===== src/design/uri_component_splitter_assert.svh =====
// Assertion macros for the URI component splitter.
// Included by the top level; needs no other file.
`ifndef URI_COMPONENT_SPLITTER_ASSERT_SVH
`define URI_COMPONENT_SPLITTER_ASSERT_SVH

// antecedent implies consequent in the same cycle
`define UCS_ASSERT_IMPL(label, clk, rst, ante, cons) \
  label: assert property (@(posedge clk) disable iff (rst) (ante) |-> (cons)) \
    else $error("ucs assertion failed");

// antecedent implies consequent in the next cycle
`define UCS_ASSERT_NEXT(label, clk, rst, ante, cons) \
  label: assert property (@(posedge clk) disable iff (rst) (ante) |=> (cons)) \
    else $error("ucs assertion failed");

`endif


===== src/design/ucs_pkg.sv =====
// Shared types, constants and helper functions of the URI component splitter.
// Used by ucs_scan, ucs_emit and uri_component_splitter; depends on nothing.
`timescale 1ns / 1ps
package ucs_pkg;

  localparam int MAX_LEN = 4096;
  localparam int POS_W   = 13;
  localparam int PORT_W  = 16;

  typedef logic [POS_W-1:0]  pos_t;
  typedef logic [PORT_W-1:0] port_t;

  localparam logic [7:0] CH_COLON = 8'h3A;
  localparam logic [7:0] CH_AT    = 8'h40;
  localparam logic [7:0] CH_RBRK  = 8'h5D;
  localparam logic [7:0] CH_LBRK  = 8'h5B;
  localparam logic [7:0] CH_HASH  = 8'h23;
  localparam logic [7:0] CH_QUEST = 8'h3F;
  localparam logic [7:0] CH_SLASH = 8'h2F;
  localparam logic [7:0] CH_ZERO  = 8'h30;
  localparam logic [7:0] CH_NINE  = 8'h39;

  typedef enum logic [2:0] {
    PH_SCHEME, PH_C1, PH_C2, PH_AUTH, PH_LEAD, PH_PATH, PH_QUERY, PH_FRAG
  } phase_t;

  typedef enum logic [1:0] {
    ST_OK, ST_NO_COLON, ST_EMPTY_AUTH, ST_TOO_LONG
  } status_t;

  typedef enum logic [1:0] {
    HK_NONE, HK_PLAIN, HK_IPV6
  } kind_t;

  typedef enum logic [2:0] {
    CP_SCHEME, CP_AUTHORITY, CP_USERINFO, CP_HOST,
    CP_PORT, CP_PATH, CP_QUERY, CP_FRAGMENT
  } comp_t;

  // one port colon candidate
  typedef struct packed {
    logic  found;
    pos_t  offset;
    port_t port;
    logic  stopped;
  } cand_t;

  // host scan for one choice of host start
  typedef struct packed {
    logic  closed;
    logic  opens;
    cand_t pre;
    cand_t post;
  } hyp_t;

  typedef struct packed {
    pos_t  hs;
    pos_t  he;
    pos_t  ps;
    pos_t  pe;
    port_t port;
    kind_t kind;
  } auth_t;

  typedef struct packed {
    status_t status;
    pos_t    colon;
    pos_t    as;
    pos_t    ae;
    pos_t    us;
    pos_t    ue;
    auth_t   auth;
    pos_t    pths;
    pos_t    pthe;
    pos_t    qs;
    pos_t    qe;
    pos_t    fs;
    pos_t    fe;
  } rec_t;

  function automatic cand_t cand_step(cand_t c, logic [7:0] b, pos_t p, logic take);
    cand_t r;
    r = c;
    if (!c.found) begin
      if (take && b == CH_COLON) begin
        r.found   = 1'b1;
        r.offset  = p;
        r.port    = '0;
        r.stopped = 1'b0;
      end
    end else if (!c.stopped) begin
      if (b >= CH_ZERO && b <= CH_NINE) begin
        r.port = PORT_W'({c.port, 3'b000}) + PORT_W'({c.port, 1'b0})
                 + PORT_W'(b - CH_ZERO);
      end else begin
        r.stopped = 1'b1;
      end
    end
    return r;
  endfunction

  function automatic hyp_t hyp_step(hyp_t h, logic [7:0] b, pos_t p, logic first);
    hyp_t r;
    r = h;
    if (first) begin
      r.opens = (b == CH_LBRK);
    end
    r.pre  = cand_step(h.pre, b, p, !h.closed);
    r.post = cand_step(h.post, b, p, h.closed);
    if (b == CH_RBRK) begin
      r.closed = 1'b1;
    end
    return r;
  endfunction

  function automatic auth_t finalize(hyp_t h, pos_t at, pos_t ae);
    auth_t r;
    cand_t c;
    pos_t  hs1;
    c = h.closed ? h.post : h.pre;
    r.hs = at;
    if (c.found) begin
      r.he   = c.offset;
      r.ps   = c.offset + POS_W'(1);
      r.pe   = ae;
      r.port = c.port;
    end else begin
      r.he   = ae;
      r.ps   = '0;
      r.pe   = '0;
      r.port = '0;
    end
    hs1 = r.hs + POS_W'(1);
    if (r.hs < r.he && h.opens) begin
      r.kind = HK_IPV6;
      r.he   = (r.he - POS_W'(1) < hs1) ? hs1 : r.he - POS_W'(1);
      r.hs   = hs1;
    end else if (r.hs < r.he) begin
      r.kind = HK_PLAIN;
    end else begin
      r.kind = HK_NONE;
    end
    return r;
  endfunction

endpackage


===== src/design/ucs_scan.sv =====
// Byte scanner: tracks component boundaries one byte per valid cycle and
// builds the summary of a URI on its last byte. Depends on ucs_pkg.
`timescale 1ns / 1ps
module ucs_scan (
  input  logic          clk,
  input  logic          rst,
  input  logic          in_valid,
  input  logic [7:0]    in_byte,
  input  logic          in_last,
  output logic          rec_valid,
  output ucs_pkg::rec_t rec
);
  import ucs_pkg::*;

  phase_t phase, phase_next;
  pos_t   pos, pos_next;
  logic   ovf, ovf_next, err2, err2_next, apres, apres_next;
  logic   at_seen, at_seen_next, qpres, qpres_next, fpres, fpres_next;
  pos_t   colon, colon_next, as, as_next, ae, ae_next, ue, ue_next;
  pos_t   pths, pths_next, pthe, pthe_next, qs, qs_next, qe, qe_next, fs, fs_next;
  hyp_t   h0, h0_next, h1, h1_next;
  auth_t  auth, auth_next, fin_n;
  pos_t   p, n;
  logic   full, do_lead, do_path, term, auth_end;
  logic [7:0] b;

  always_comb begin
    phase_next = phase; pos_next = pos; ovf_next = ovf; err2_next = err2;
    apres_next = apres; at_seen_next = at_seen; qpres_next = qpres;
    fpres_next = fpres; colon_next = colon; as_next = as; ae_next = ae;
    ue_next = ue; pths_next = pths; pthe_next = pthe; qs_next = qs;
    qe_next = qe; fs_next = fs; h0_next = h0; h1_next = h1; auth_next = auth;
    b = in_byte;
    p = pos;
    n = pos + POS_W'(1);
    full = (pos == POS_W'(MAX_LEN));
    do_lead = 1'b0;
    do_path = 1'b0;
    term = (b == CH_SLASH) || (b == CH_HASH) || (b == CH_QUEST);
    if (!full) begin
      pos_next = n;
      unique case (phase)
        PH_SCHEME: begin
          if (b == CH_COLON) begin
            colon_next = p;
            phase_next = PH_C1;
          end
        end
        PH_C1: begin
          if (b == CH_SLASH) phase_next = PH_C2;
          else do_lead = 1'b1;
        end
        PH_C2: begin
          if (b == CH_SLASH) begin
            phase_next   = PH_AUTH;
            as_next      = n;
            apres_next   = 1'b1;
            h0_next      = '0;
            at_seen_next = 1'b0;
          end else begin
            do_lead = 1'b1;
          end
        end
        PH_AUTH: begin
          if (term) begin
            ae_next = p;
            if (p == as) err2_next = 1'b1;
            auth_next = finalize(at_seen ? h1 : h0, at_seen ? ue + POS_W'(1) : as, p);
            do_lead = 1'b1;
          end else begin
            h0_next = hyp_step(h0, b, p, p == as);
            if (at_seen) begin
              h1_next = hyp_step(h1, b, p, p == ue + POS_W'(1));
            end else if (b == CH_AT) begin
              at_seen_next = 1'b1;
              ue_next      = p;
              h1_next      = '0;
            end
          end
        end
        PH_LEAD:  do_lead = 1'b1;
        PH_PATH:  do_path = 1'b1;
        PH_QUERY: begin
          if (b == CH_HASH) begin
            qe_next    = p;
            fpres_next = 1'b1;
            fs_next    = n;
            phase_next = PH_FRAG;
          end
        end
        PH_FRAG: ;
        default: ;
      endcase
      if (do_lead) begin
        if (b == CH_SLASH) begin
          phase_next = PH_LEAD;
        end else begin
          pths_next = p;
          do_path   = 1'b1;
        end
      end
      if (do_path) begin
        phase_next = PH_PATH;
        if (b == CH_QUEST) begin
          pthe_next  = p;
          qpres_next = 1'b1;
          qs_next    = n;
          phase_next = PH_QUERY;
        end else if (b == CH_HASH) begin
          pthe_next  = p;
          fpres_next = 1'b1;
          fs_next    = n;
          phase_next = PH_FRAG;
        end
      end
    end else begin
      ovf_next = 1'b1;
    end

    // summary as if the URI ended after this byte
    auth_end = (phase_next == PH_AUTH);
    fin_n = finalize(at_seen_next ? h1_next : h0_next,
                     at_seen_next ? ue_next + POS_W'(1) : as_next, n);
    if (ovf_next) rec.status = ST_TOO_LONG;
    else if (phase_next == PH_SCHEME) rec.status = ST_NO_COLON;
    else if (err2_next || (auth_end && as_next == n)) rec.status = ST_EMPTY_AUTH;
    else rec.status = ST_OK;
    rec.colon = colon_next;
    rec.as    = apres_next ? as_next : '0;
    rec.ae    = apres_next ? (auth_end ? n : ae_next) : '0;
    rec.us    = at_seen_next ? as_next : '0;
    rec.ue    = at_seen_next ? ue_next : '0;
    rec.auth  = apres_next ? (auth_end ? fin_n : auth_next) : '0;
    case (phase_next)
      PH_PATH: begin
        rec.pths = pths_next;
        rec.pthe = n;
      end
      PH_QUERY, PH_FRAG: begin
        rec.pths = pths_next;
        rec.pthe = pthe_next;
      end
      default: begin
        rec.pths = n;
        rec.pthe = n;
      end
    endcase
    rec.qs = qpres_next ? qs_next : '0;
    rec.qe = qpres_next ? ((phase_next == PH_QUERY) ? n : qe_next) : '0;
    rec.fs = fpres_next ? fs_next : '0;
    rec.fe = fpres_next ? n : '0;
  end

  assign rec_valid = in_valid && in_last;

  always_ff @(posedge clk) begin
    if (rst || (in_valid && in_last)) begin
      phase   <= PH_SCHEME;
      pos     <= '0;
      ovf     <= 1'b0;
      err2    <= 1'b0;
      apres   <= 1'b0;
      at_seen <= 1'b0;
      qpres   <= 1'b0;
      fpres   <= 1'b0;
    end else if (in_valid) begin
      phase   <= phase_next;
      pos     <= pos_next;
      ovf     <= ovf_next;
      err2    <= err2_next;
      apres   <= apres_next;
      at_seen <= at_seen_next;
      qpres   <= qpres_next;
      fpres   <= fpres_next;
    end
  end

  always_ff @(posedge clk) begin
    if (in_valid) begin
      colon <= colon_next;
      as    <= as_next;
      ae    <= ae_next;
      ue    <= ue_next;
      pths  <= pths_next;
      pthe  <= pthe_next;
      qs    <= qs_next;
      qe    <= qe_next;
      fs    <= fs_next;
      h0    <= h0_next;
      h1    <= h1_next;
      auth  <= auth_next;
    end
  end

endmodule


===== src/design/ucs_emit.sv =====
// Record emitter: holds one URI summary and sends its records in order.
// Depends on ucs_pkg.
`timescale 1ns / 1ps
module ucs_emit (
  input  logic          clk,
  input  logic          rst,
  input  logic          rec_valid,
  input  ucs_pkg::rec_t rec,
  output logic          free,
  output logic          m_tvalid,
  input  logic          m_tready,
  output logic [55:0]   m_tdata,   // component, range_start, range_end, status,
                                   // host_kind, port_value, zero fill
  output logic          m_tlast    // final_record
);
  import ucs_pkg::*;

  logic  busy;
  comp_t idx;
  rec_t  snap;
  pos_t  rs, re;
  comp_t comp;
  logic  take;

  assign m_tvalid = busy;
  assign m_tlast  = (snap.status != ST_OK) || (idx == CP_FRAGMENT);
  assign take     = busy && m_tready;
  assign free     = !busy || (m_tready && m_tlast);

  always_comb begin
    comp = idx;
    rs   = '0;
    re   = '0;
    case (idx)
      CP_SCHEME:    begin rs = '0;            re = snap.colon;   end
      CP_AUTHORITY: begin rs = snap.as;       re = snap.ae;      end
      CP_USERINFO:  begin rs = snap.us;       re = snap.ue;      end
      CP_HOST:      begin rs = snap.auth.hs;  re = snap.auth.he; end
      CP_PORT:      begin rs = snap.auth.ps;  re = snap.auth.pe; end
      CP_PATH:      begin rs = snap.pths;     re = snap.pthe;    end
      CP_QUERY:     begin rs = snap.qs;       re = snap.qe;      end
      default:      begin rs = snap.fs;       re = snap.fe;      end
    endcase
    if (snap.status != ST_OK) begin
      m_tdata = {7'd0, 16'd0, HK_NONE, snap.status, 13'd0, 13'd0, CP_SCHEME};
    end else begin
      m_tdata = {7'd0, snap.auth.port, snap.auth.kind, snap.status, re, rs, comp};
    end
  end

  always_ff @(posedge clk) begin
    if (rst) begin
      busy <= 1'b0;
      idx  <= CP_SCHEME;
    end else if (rec_valid) begin
      busy <= 1'b1;
      idx  <= CP_SCHEME;
    end else if (take) begin
      if (m_tlast) busy <= 1'b0;
      else idx <= comp_t'(idx + 3'd1);
    end
  end

  always_ff @(posedge clk) begin
    if (rec_valid) snap <= rec;
  end

endmodule


===== src/design/uri_component_splitter.sv =====
// URI component splitter, top level: input register, scanner and emitter.
// Depends on ucs_pkg, ucs_scan, ucs_emit and uri_component_splitter_assert.svh.
//
// Takes one URI byte per cycle on the slave side while s_tready is high,
// tlast on its final byte, and sends eight records (scheme .. fragment) or
// one error record on the master side, tlast on the final record. Each byte
// passes through the input register into the registered scanner; records
// are offered one at a time and held while m_tready is low. Bytes of the
// next URI are taken while records drain; only its final byte waits in the
// input register until the emitter is free. With the emitter free, the final
// byte goes from the input register through the scanner, whose summary is
// loaded into the emitter, which then offers the first record.
`timescale 1ns / 1ps
`include "uri_component_splitter_assert.svh"
module uri_component_splitter (
  input  logic        clk,
  input  logic        rst,
  input  logic        s_tvalid,
  output logic        s_tready,
  input  logic [7:0]  s_tdata,   // char_byte
  input  logic        s_tlast,   // last_byte
  output logic        m_tvalid,
  input  logic        m_tready,
  output logic [55:0] m_tdata,   // component, range_start, range_end, status,
                                 // host_kind, port_value, zero fill
  output logic        m_tlast    // final_record
);
  import ucs_pkg::*;

  logic       iv, ilast, adv, free, rec_valid;
  logic [7:0] ibyte;
  rec_t       rec;

  assign adv      = iv && (!ilast || free);
  assign s_tready = !iv || adv;

  always_ff @(posedge clk) begin
    if (rst) begin
      iv <= 1'b0;
    end else if (s_tvalid && s_tready) begin
      iv <= 1'b1;
    end else if (adv) begin
      iv <= 1'b0;
    end
  end

  always_ff @(posedge clk) begin
    if (s_tvalid && s_tready) begin
      ibyte <= s_tdata;
      ilast <= s_tlast;
    end
  end

  ucs_scan u_scan (
    .clk       (clk),
    .rst       (rst),
    .in_valid  (adv),
    .in_byte   (ibyte),
    .in_last   (ilast),
    .rec_valid (rec_valid),
    .rec       (rec)
  );

  ucs_emit u_emit (
    .clk       (clk),
    .rst       (rst),
    .rec_valid (rec_valid),
    .rec       (rec),
    .free      (free),
    .m_tvalid  (m_tvalid),
    .m_tready  (m_tready),
    .m_tdata   (m_tdata),
    .m_tlast   (m_tlast)
  );

  `UCS_ASSERT_IMPL(a_stall_only_on_last, clk, rst, !s_tready, iv && ilast)
  `UCS_ASSERT_IMPL(a_load_when_free, clk, rst, rec_valid, free)
  `UCS_ASSERT_IMPL(a_ok_ends_fragment, clk, rst, m_tvalid && m_tlast && m_tdata[30:29] == ST_OK, m_tdata[2:0] == CP_FRAGMENT)
  `UCS_ASSERT_IMPL(a_error_single, clk, rst, m_tvalid && m_tdata[30:29] != ST_OK, m_tlast)

endmodule

===== config.mk =====
export PLATFORM = sky130hd
export DESIGN_NAME = uri_component_splitter
export DESIGN_NICKNAME = d
export VERILOG_FILES = /design/src/design/ucs_pkg.sv /design/src/design/ucs_scan.sv /design/src/design/ucs_emit.sv /design/src/design/uri_component_splitter.sv
export VERILOG_INCLUDE_DIRS = /design/src /design/src/design
export SDC_FILE = /design/constraint.sdc
export NUM_CORES = 2
export LEC_CHECK = 0
export BUFFER_PORTS_ARGS = -buffer_cell sky130_fd_sc_hd__buf_2
export CAP_MARGIN = 10
export CORE_MARGIN = 3
export CORE_UTILIZATION = 58
export CTS_CLUSTER_DIAMETER = 100
export DETAILED_ROUTE_END_ITERATION = 7
export PLACE_DENSITY = 0.77
export SKIP_CTS_REPAIR_TIMING = 1
export SYNTH_ARGS = -nofsm -noshare
export SYNTH_HDL_FRONTEND = slang
export SYNTH_HIERARCHICAL = 1
export SYNTH_SLANG_ARGS = --single-unit

===== constraint.sdc =====
create_clock -name clk -period 29.7 [get_ports clk]
set_input_delay 1.485 -clock clk [delete_from_list [all_inputs] [get_ports clk]]
set_output_delay 1.485 -clock clk [all_outputs]
set_load 0.005 [all_outputs]

== Yosys cells after proc, flatten, opt, wreduce, memory -nomap -nowiden ==
Cells that the tools add are included.

* Register bits after elaboration: 566
* Bits of input ports: 13
* Output and inout port bits: 59
* Logic and storage cells: 307

* Add/subtract/negate cells: 19
* Magnitude comparators: 6
* Eq/ne operators: 28
* Mux-type cells: 145
* Bitwise logic cells: 2
* Reductions and logical operators: 40

{| class="wikitable"
|+ Operator list
! operator !! number
|-
| two-way mux 64 bit || 10
|-
| two-way mux 13 bit || 39
|-
| two-way mux 70 bit || 4
|-
| two-way mux 55 bit || 5
|-
| two-way mux 31 bit || 6
|-
| one-hot mux 13 bit (7 select lines) || 2
|-
| two-way mux 17 bit || 8
|-
| adder 16 bit || 8
|-
| one-hot mux 64 bit (2 select lines) || 1
|-
| adder 13 x 1 -> 13 bit (second input constant) || 7
|-
| two-way mux 16 bit || 4
|-
| two-way mux 14 bit || 4
|-
| < comparator 13 bit || 4
|-
| two-way mux 26 bit || 2
|-
| one-hot mux 26 bit (2 select lines) || 1
|-
| two-way mux 49 bit || 1
|-
| two-way mux 1 bit || 41
|-
| == test 13 bit || 3
|-
| == test 8 x 6 -> 1 bit (second input constant) || 4
|-
| == test 3 bit (second input constant) || 10
|-
| two-way mux 3 bit || 9
|-
| subtractor 13 x 1 -> 13 bit (second input constant) || 2
|-
| == test 8 x 7 -> 1 bit (second input constant) || 3
|-
| == test 3 x 2 -> 1 bit (second input constant) || 5
|-
| other kinds (18) || 57
|}

== Depth between registers and ports, before layout ==
* Depth after elaboration: 18
* Gate-level depth with buffers: 34
* Mapped depth without buffers: 28

== Modules after synthesis ==
The synthesis kept the hierarchy.

{| class="wikitable"
|+ Modules (own cells, without submodules)
! module !! instances !! cells each !! area each (um2) !! seq. area each (um2)
|-
| ucs_scan || 1 || 3,022 || 27,817.9 || 9,899.5
|-
| ucs_emit || 1 || 482 || 8,361.8 || 6,536.3
|-
| uri_component_splitter || 1 || 16 || 342.8 || 290.3
|}

== Worst setup path after synthesis ==
OpenSTA, ideal clock, no wires.

* Kind: input to register
* From: input port m_tready
* To: register u_scan.pos[3], in the netlist u_scan/p[3]
* Setup time: 156 ps
* Arrival time: 31,089 ps
* Slack: -1,545 ps
* Stages on the path: 8
* Path through: inv_1 > o21ai_0 > inv_1 > a21boi_0 > and2_1 > or2_0 > clkbuf_1 > a21oi_1

* Word-level cells in the longest chain between the ends: 6

{| class="wikitable"
|+ Ends and longest elaborated chain
! element !! line !! RTL
|-
| from (decl) || uri_component_splitter.sv:23 || <nowiki>input logic m_tready,</nowiki>
|-
| logical AND 1 bit || ucs_emit.sv:28 || <nowiki>assign free = !busy || (m_tready && m_tlast);</nowiki>
|-
| logical OR 1 bit || ucs_emit.sv:28 ||
|-
| named net free || uri_component_splitter.sv:30 || <nowiki>logic iv, ilast, adv, free, rec_valid;</nowiki>
|-
| logical OR 1 bit || uri_component_splitter.sv:34 || <nowiki>assign adv = iv && (!ilast || free);</nowiki>
|-
| logical AND 1 bit || uri_component_splitter.sv:34 ||
|-
| named net adv || uri_component_splitter.sv:30 ||
|-
| logical AND 1 bit || n/a ||
|-
| named net rec_valid || uri_component_splitter.sv:30 ||
|-
| logical OR 1 bit || ucs_scan.sv:157 || <nowiki>if (rst || (in_valid && in_last)) begin</nowiki>
|-
| to (signal assigned) || ucs_scan.sv:168 || <nowiki>pos <= pos_next;</nowiki>
|-
| to (decl) || ucs_scan.sv:16 || <nowiki>pos_t pos, pos_next;</nowiki>
|}

The timed path passes the listed nets, and every way through them passes these cells.
A chain may end at the register's enable or synchronous reset.

== Final worst setup path ==
* From: register ibyte[4]
* To: register u_emit/snap[123] (netlist name), data pin

{| class="wikitable"
|+ RTL lines
! element !! line !! RTL
|-
| from (decl) || uri_component_splitter.sv:31 || <nowiki>logic [7:0] ibyte;</nowiki>
|-
| from (signal assigned) || uri_component_splitter.sv:49 || <nowiki>ibyte <= s_tdata;</nowiki>
|-
| == test 8 x 7 -> 1 bit / == test 8 x 6 -> 1 bit (equally long branches) || ucs_scan.sv:74, ucs_scan.sv:39 ||
|-
| two-way mux 13 bit / logical OR 1 bit (equally long branches) || ucs_scan.sv:74, ucs_scan.sv:39 ||
|-
| two-way mux 13 bit / logical OR 1 bit (equally long branches) || ucs_scan.sv:72, ucs_scan.sv:39 ||
|-
| two-way mux 13 bit (*) || ucs_scan.sv:65 || <nowiki>if (term) begin</nowiki>
|-
| two-way mux 13 bit (*) || ucs_scan.sv:42 || <nowiki>unique case (phase)</nowiki>
|-
| two-way mux 13 bit (*) || ucs_scan.sv:40 || <nowiki>if (!full) begin</nowiki>
|-
| named net u_scan.ue_next[0] || ucs_scan.sv:19 || <nowiki>pos_t colon, colon_next, as, as_next, ae, ae_next, ue, ue_next;</nowiki>
|-
| adder 13 x 1 -> 13 bit (*) || ucs_scan.sv:123 || <nowiki>at_seen_next ? ue_next + POS_W'(1) : as_next, n);</nowiki>
|-
| two-way mux 13 bit (*) || ucs_scan.sv:123 ||
|-
| adder 13 x 1 -> 13 bit || ucs_pkg.sv:133 || <nowiki>hs1 = r.hs + POS_W'(1);</nowiki>
|-
| < comparator 13 bit || ucs_pkg.sv:136 || <nowiki>r.he = (r.he - POS_W'(1) < hs1) ? hs1 : r.he - POS_W'(1);</nowiki>
|-
| two-way mux 13 bit || ucs_pkg.sv:136 ||
|-
| two-way mux 26 bit (*) || ucs_pkg.sv:134 || <nowiki>if (r.hs < r.he && h.opens) begin</nowiki>
|-
| two-way mux 70 bit (*) || ucs_scan.sv:133 || <nowiki>rec.auth = apres_next ? (auth_end ? fin_n : auth_next) : '0;</nowiki>
|-
| to (signal assigned) || ucs_emit.sv:65 || <nowiki>if (rec_valid) snap <= rec;</nowiki>
|-
| to (decl) || ucs_emit.sv:20 || <nowiki>rec_t snap;</nowiki>
|}

Mark *: on every way through the listed nets, which the timed path passes. The rest lies on a longest branch. The select of a mux whose other input is x is not followed.

==> results by group <==
Outcome
  – Status: complete, but fails checks
  – Violated checks: design-rule violations

Logic synthesis
  – Sequential area share after synthesis: 45.80%
  – Mapped Cells: 3,520
  – Main synth FF type: edfxtp_1
  – Unique masters post-synth: 106
  – Yosys warnings: 6
  – Post-synthesis cell area: 0.03652 mm^2
  – Number of flops mapped to enable cells by yosys: ~540
  – Mean Syn Cell Area: approximately 10 um^2
  – Post-synth ARST share: 0%
  – Synth Register Bits: roughly 570

Power and ir drop
  – Combinational share of power: between 10% and 20%
  – Switching share of power: 26.71%
  – Clock power frac: roughly 39%
  – Internal power: between 0.001 and 0.0015 W
  – Seq pwr share: 45.9%
  – Peak VDD IR: 45.55 uV
  – Cell area power density: 50.88 mW/mm^2
  – Leakage power: 15.01 nW
  – Sw Pwr: 0.0005396 W

Route
  – WL/cell: 28.35 um
  – Post-DR vias/cell: 6.903
  – Final ANT Viol Nets: 0
  – Initial DRC count: about 4,700
  – DR pass1 iterations: 8
  – DRT Wirelength: ~120,000 um
  – DR DRC count: 1
  – Via count: 30,230

GRT
  – Largest net degree at the start of global routing: 191
  – GR Overflow Total: 0
  – Vias in the first global route: 28,745
  – First-pass GRT wire length: 185,200 um
  – Initial antenna violation count: 7
  – Global-route usage over all layers: between 30% and 40%

Placed design
  – Detail Placement HPWL: 85,940 um
  – PortBufs: 64
  – Post-Place Cells: 4,263
  – Gpl congestion: 1.007
  – Placed instance area: 0.03764 mm^2

Timing
  – Min Clock Period, post-route: 9.330 ns
  – Setup TNS: 0 ns
  – Crit share post-route: 31.41%
  – Slew @ Worst Pin: 1.372 ns
  – Final Hold Viols: 0
  – Skew final: around 0.035 ns
  – Max Clk Rate: 0.1072 GHz
  – # setup viols final: 0
  – Relative slew slack: 5.948%
  – Slew Limit Fails: 0
  – RSZ-0062 raised after global routing: no

Die
  – Die height: 256.9 um
  – Row cnt: 91
  – Io pins: 72
  – Initial Utilization: 58.86%
  – Die Area: between 0.06 and 0.07 mm^2
  – CORE AREA: 0.06205 mm^2
  – Die width: 256.9 um

Layout
  – # fillers: 4,921
  – Final nets: around 3,700
  – Share of cells above drive strength 1: 12.29%
  – Fin util: 63.99%
  – Final instance area: around 0.04 mm^2
  – Area Overhead vs Synth: 8.715%
  – Non-Filler Instances: 4,379
  – Most common cell after layout, fill and taps aside: edfxtp_1
  – Commonest non-fill, non-tap cells in the layout: edfxtp_1, nand2_1, nor2_1

Clocking
  – Worst-path clk slew: 0.07 ns
  – Root Driver: clkbuf_16
  – Maximum clock insertion buffer count: 3
  – H-Tree Depth: 2
  – Num CTS Buffers: 61
  – Sink Count: 566
  – Clk_lat worst skew: between 0.6 and 0.7 ns
  – CTS tree: yes

Setup path
  – Setup crit end kind: register
  – Crit path max fanout: 26
  – Critical path required time: 30.07 ns
  – Arr. time, crit path: 9.70 ns
  – Startpoint types: register
  – Setup CP Type: register to register

Hold path
  – Worst hold path type: register to register

Flow run
  – Max cap viols: 0
[flip-flops by register name, summed over array words and instances, names as in the netlist, 3 cells and up, named ones only]
name and flops:
ibyte 8, u_emit/comp 3, u_emit/snap 215, u_scan/ae 13, u_scan/as 13, u_scan/auth 70, u_scan/colon 13, u_scan/fs 13
u_scan/h0 62, u_scan/h1 62, u_scan/p 13, u_scan/phase 3, u_scan/pthe 13, u_scan/pths 13, u_scan/qe 13, u_scan/qs 13
u_scan/ue 13
[cells by family after synthesis]
group,share of synthesized area (%)
mux,7.228
simple gates,13.72
xor+xnor,5.485
flops,45.80
fa+ha+maj,7.167
compound gates,16.11
other cells,0.01027
buf+inv,4.478
[layout make-up]
cell class	count	area [um^2]	area share (%)
diodes	2	5.005	0.01260
repair buffers	148	975.9	2.458
flip-flops and latches	566	16730	42.13
multi-input cells	2558	18310	46.11
inverters	154	578.1	1.456
well taps	837	1047	2.638
clock buffers	83	1680	4.232
clock inverters	31	382.9	0.9643
[stage by stage]
| step | total power, W | hold WS, ns | worst slack, ns |
|---|---|---|---|
| 2_1_floorplan | 0.001159 | 0.4517 | 6.997 |
| 3_3_place_gp | 0.001226 | 0.4639 | 21.02 |
| 3_5_place_dp | 0.001231 | 0.4667 | 20.83 |
| 4_1_cts | 0.002016 | 0.4906 | 20.76 |
| 5_1_grt | 0.002085 | 0.5273 | 20.03 |
| 6_report | 0.002020 | 0.4926 | 20.37 |
[worst max-delay path, stage by stage, from the launching register on]
cell and delay (ns):
edfxtp_1 0.64, inv_1 0.12, ha_1 0.26, o211ai_1 0.27, a2111o_1 0.62, nand4_2 0.87
o21ai_0 0.67, ha_1 0.22, mux2i_1 0.07, o21ai_0 0.96, ha_1 0.40, nor3b_1 0.20
o211a_1 0.19, o22ai_1 0.15, and3b_1 0.35, nand3_1 0.15, or3_1 0.45, xnor2_1 0.31
ha_1 0.32, o21ai_0 0.08, nand2b_1 0.10, a211oi_1 0.39, nor2b_1 0.26, a221o_1 0.47
nand2_1 0.11, a311oi_1 0.32, nor3_1 0.08
[power groups by stage]
stage | Clock [W] | Combinational (W) | Sequential, W
final | 0.000793 | 0.000300 | 0.000926
after global routing | 0.000830 | 0.000327 | 0.000928
after CTS | 0.000798 | 0.000293 | 0.000925
after detailed placement | 0 | 0.000290 | 0.000942
after global placement | 0 | 0.000285 | 0.000941
after floorplan | 0 | 0.000215 | 0.000945
[routing by layer]
metal / GRT usage, % / vias up / routed length, um
met2: 54.41 / 2224 / 52840
met1: 51.24 / 14589 / 46240
met4: 18.14 / 8 / 7391
li1: - / 12962 / -
met5: 0.2924 / - / 47
met3: 9.792 / 447 / 17620
[path summary, 6_finish.rpt]
| path | from | end | slack [ns] | cells after the start |
|---|---|---|---|---|
| worst max-delay path | ibyte[4]$_DFFE_PP_ | u_emit/snap[123]$_DFFE_PP_ | 20.37 | 26 |
| worst min-delay path | u_scan/err2$_SDFFE_PP0P_ | u_scan/err2$_SDFFE_PP0P_ | 0.49 | 2 |
| worst max register to register | ibyte[4]$_DFFE_PP_ | u_emit/snap[123]$_DFFE_PP_ | 20.37 | 26 |
| worst min register to register | u_scan/err2$_SDFFE_PP0P_ | u_scan/err2$_SDFFE_PP0P_ | 0.49 | 2 |
[synthesized netlist by cell type (all sizes together), types with 19 or more instances]
cell type,number,share of area (%)
xnor2,138,3.3
nand3,93,1.3
and2,49,0.85
a31oi,29,0.50
nand2,375,3.9
inv,153,1.6
fa,52,2.9
xor2,75,1.8
a211oi,47,0.97
clkbuf,176,1.8
a22oi,49,1.0
nor2b,20,0.34
or3,24,0.41
mux4,28,1.7
nor3,56,0.81
dfxtp,27,1.5
ha,126,4.3
o21ai,196,2.7
o211ai,33,0.68
o31ai,19,0.39
a21o,38,0.78
a22o,93,2.2
mux2,97,3.0
nor2,288,3.0
nand2b,23,0.39
a21oi,202,2.8
mux2i,90,2.5
and3,24,0.41
nor4,28,0.59
buf,72,1.1
nand4,29,0.51
edfxtp,539,44
Power figures use the tool's default switching activity.
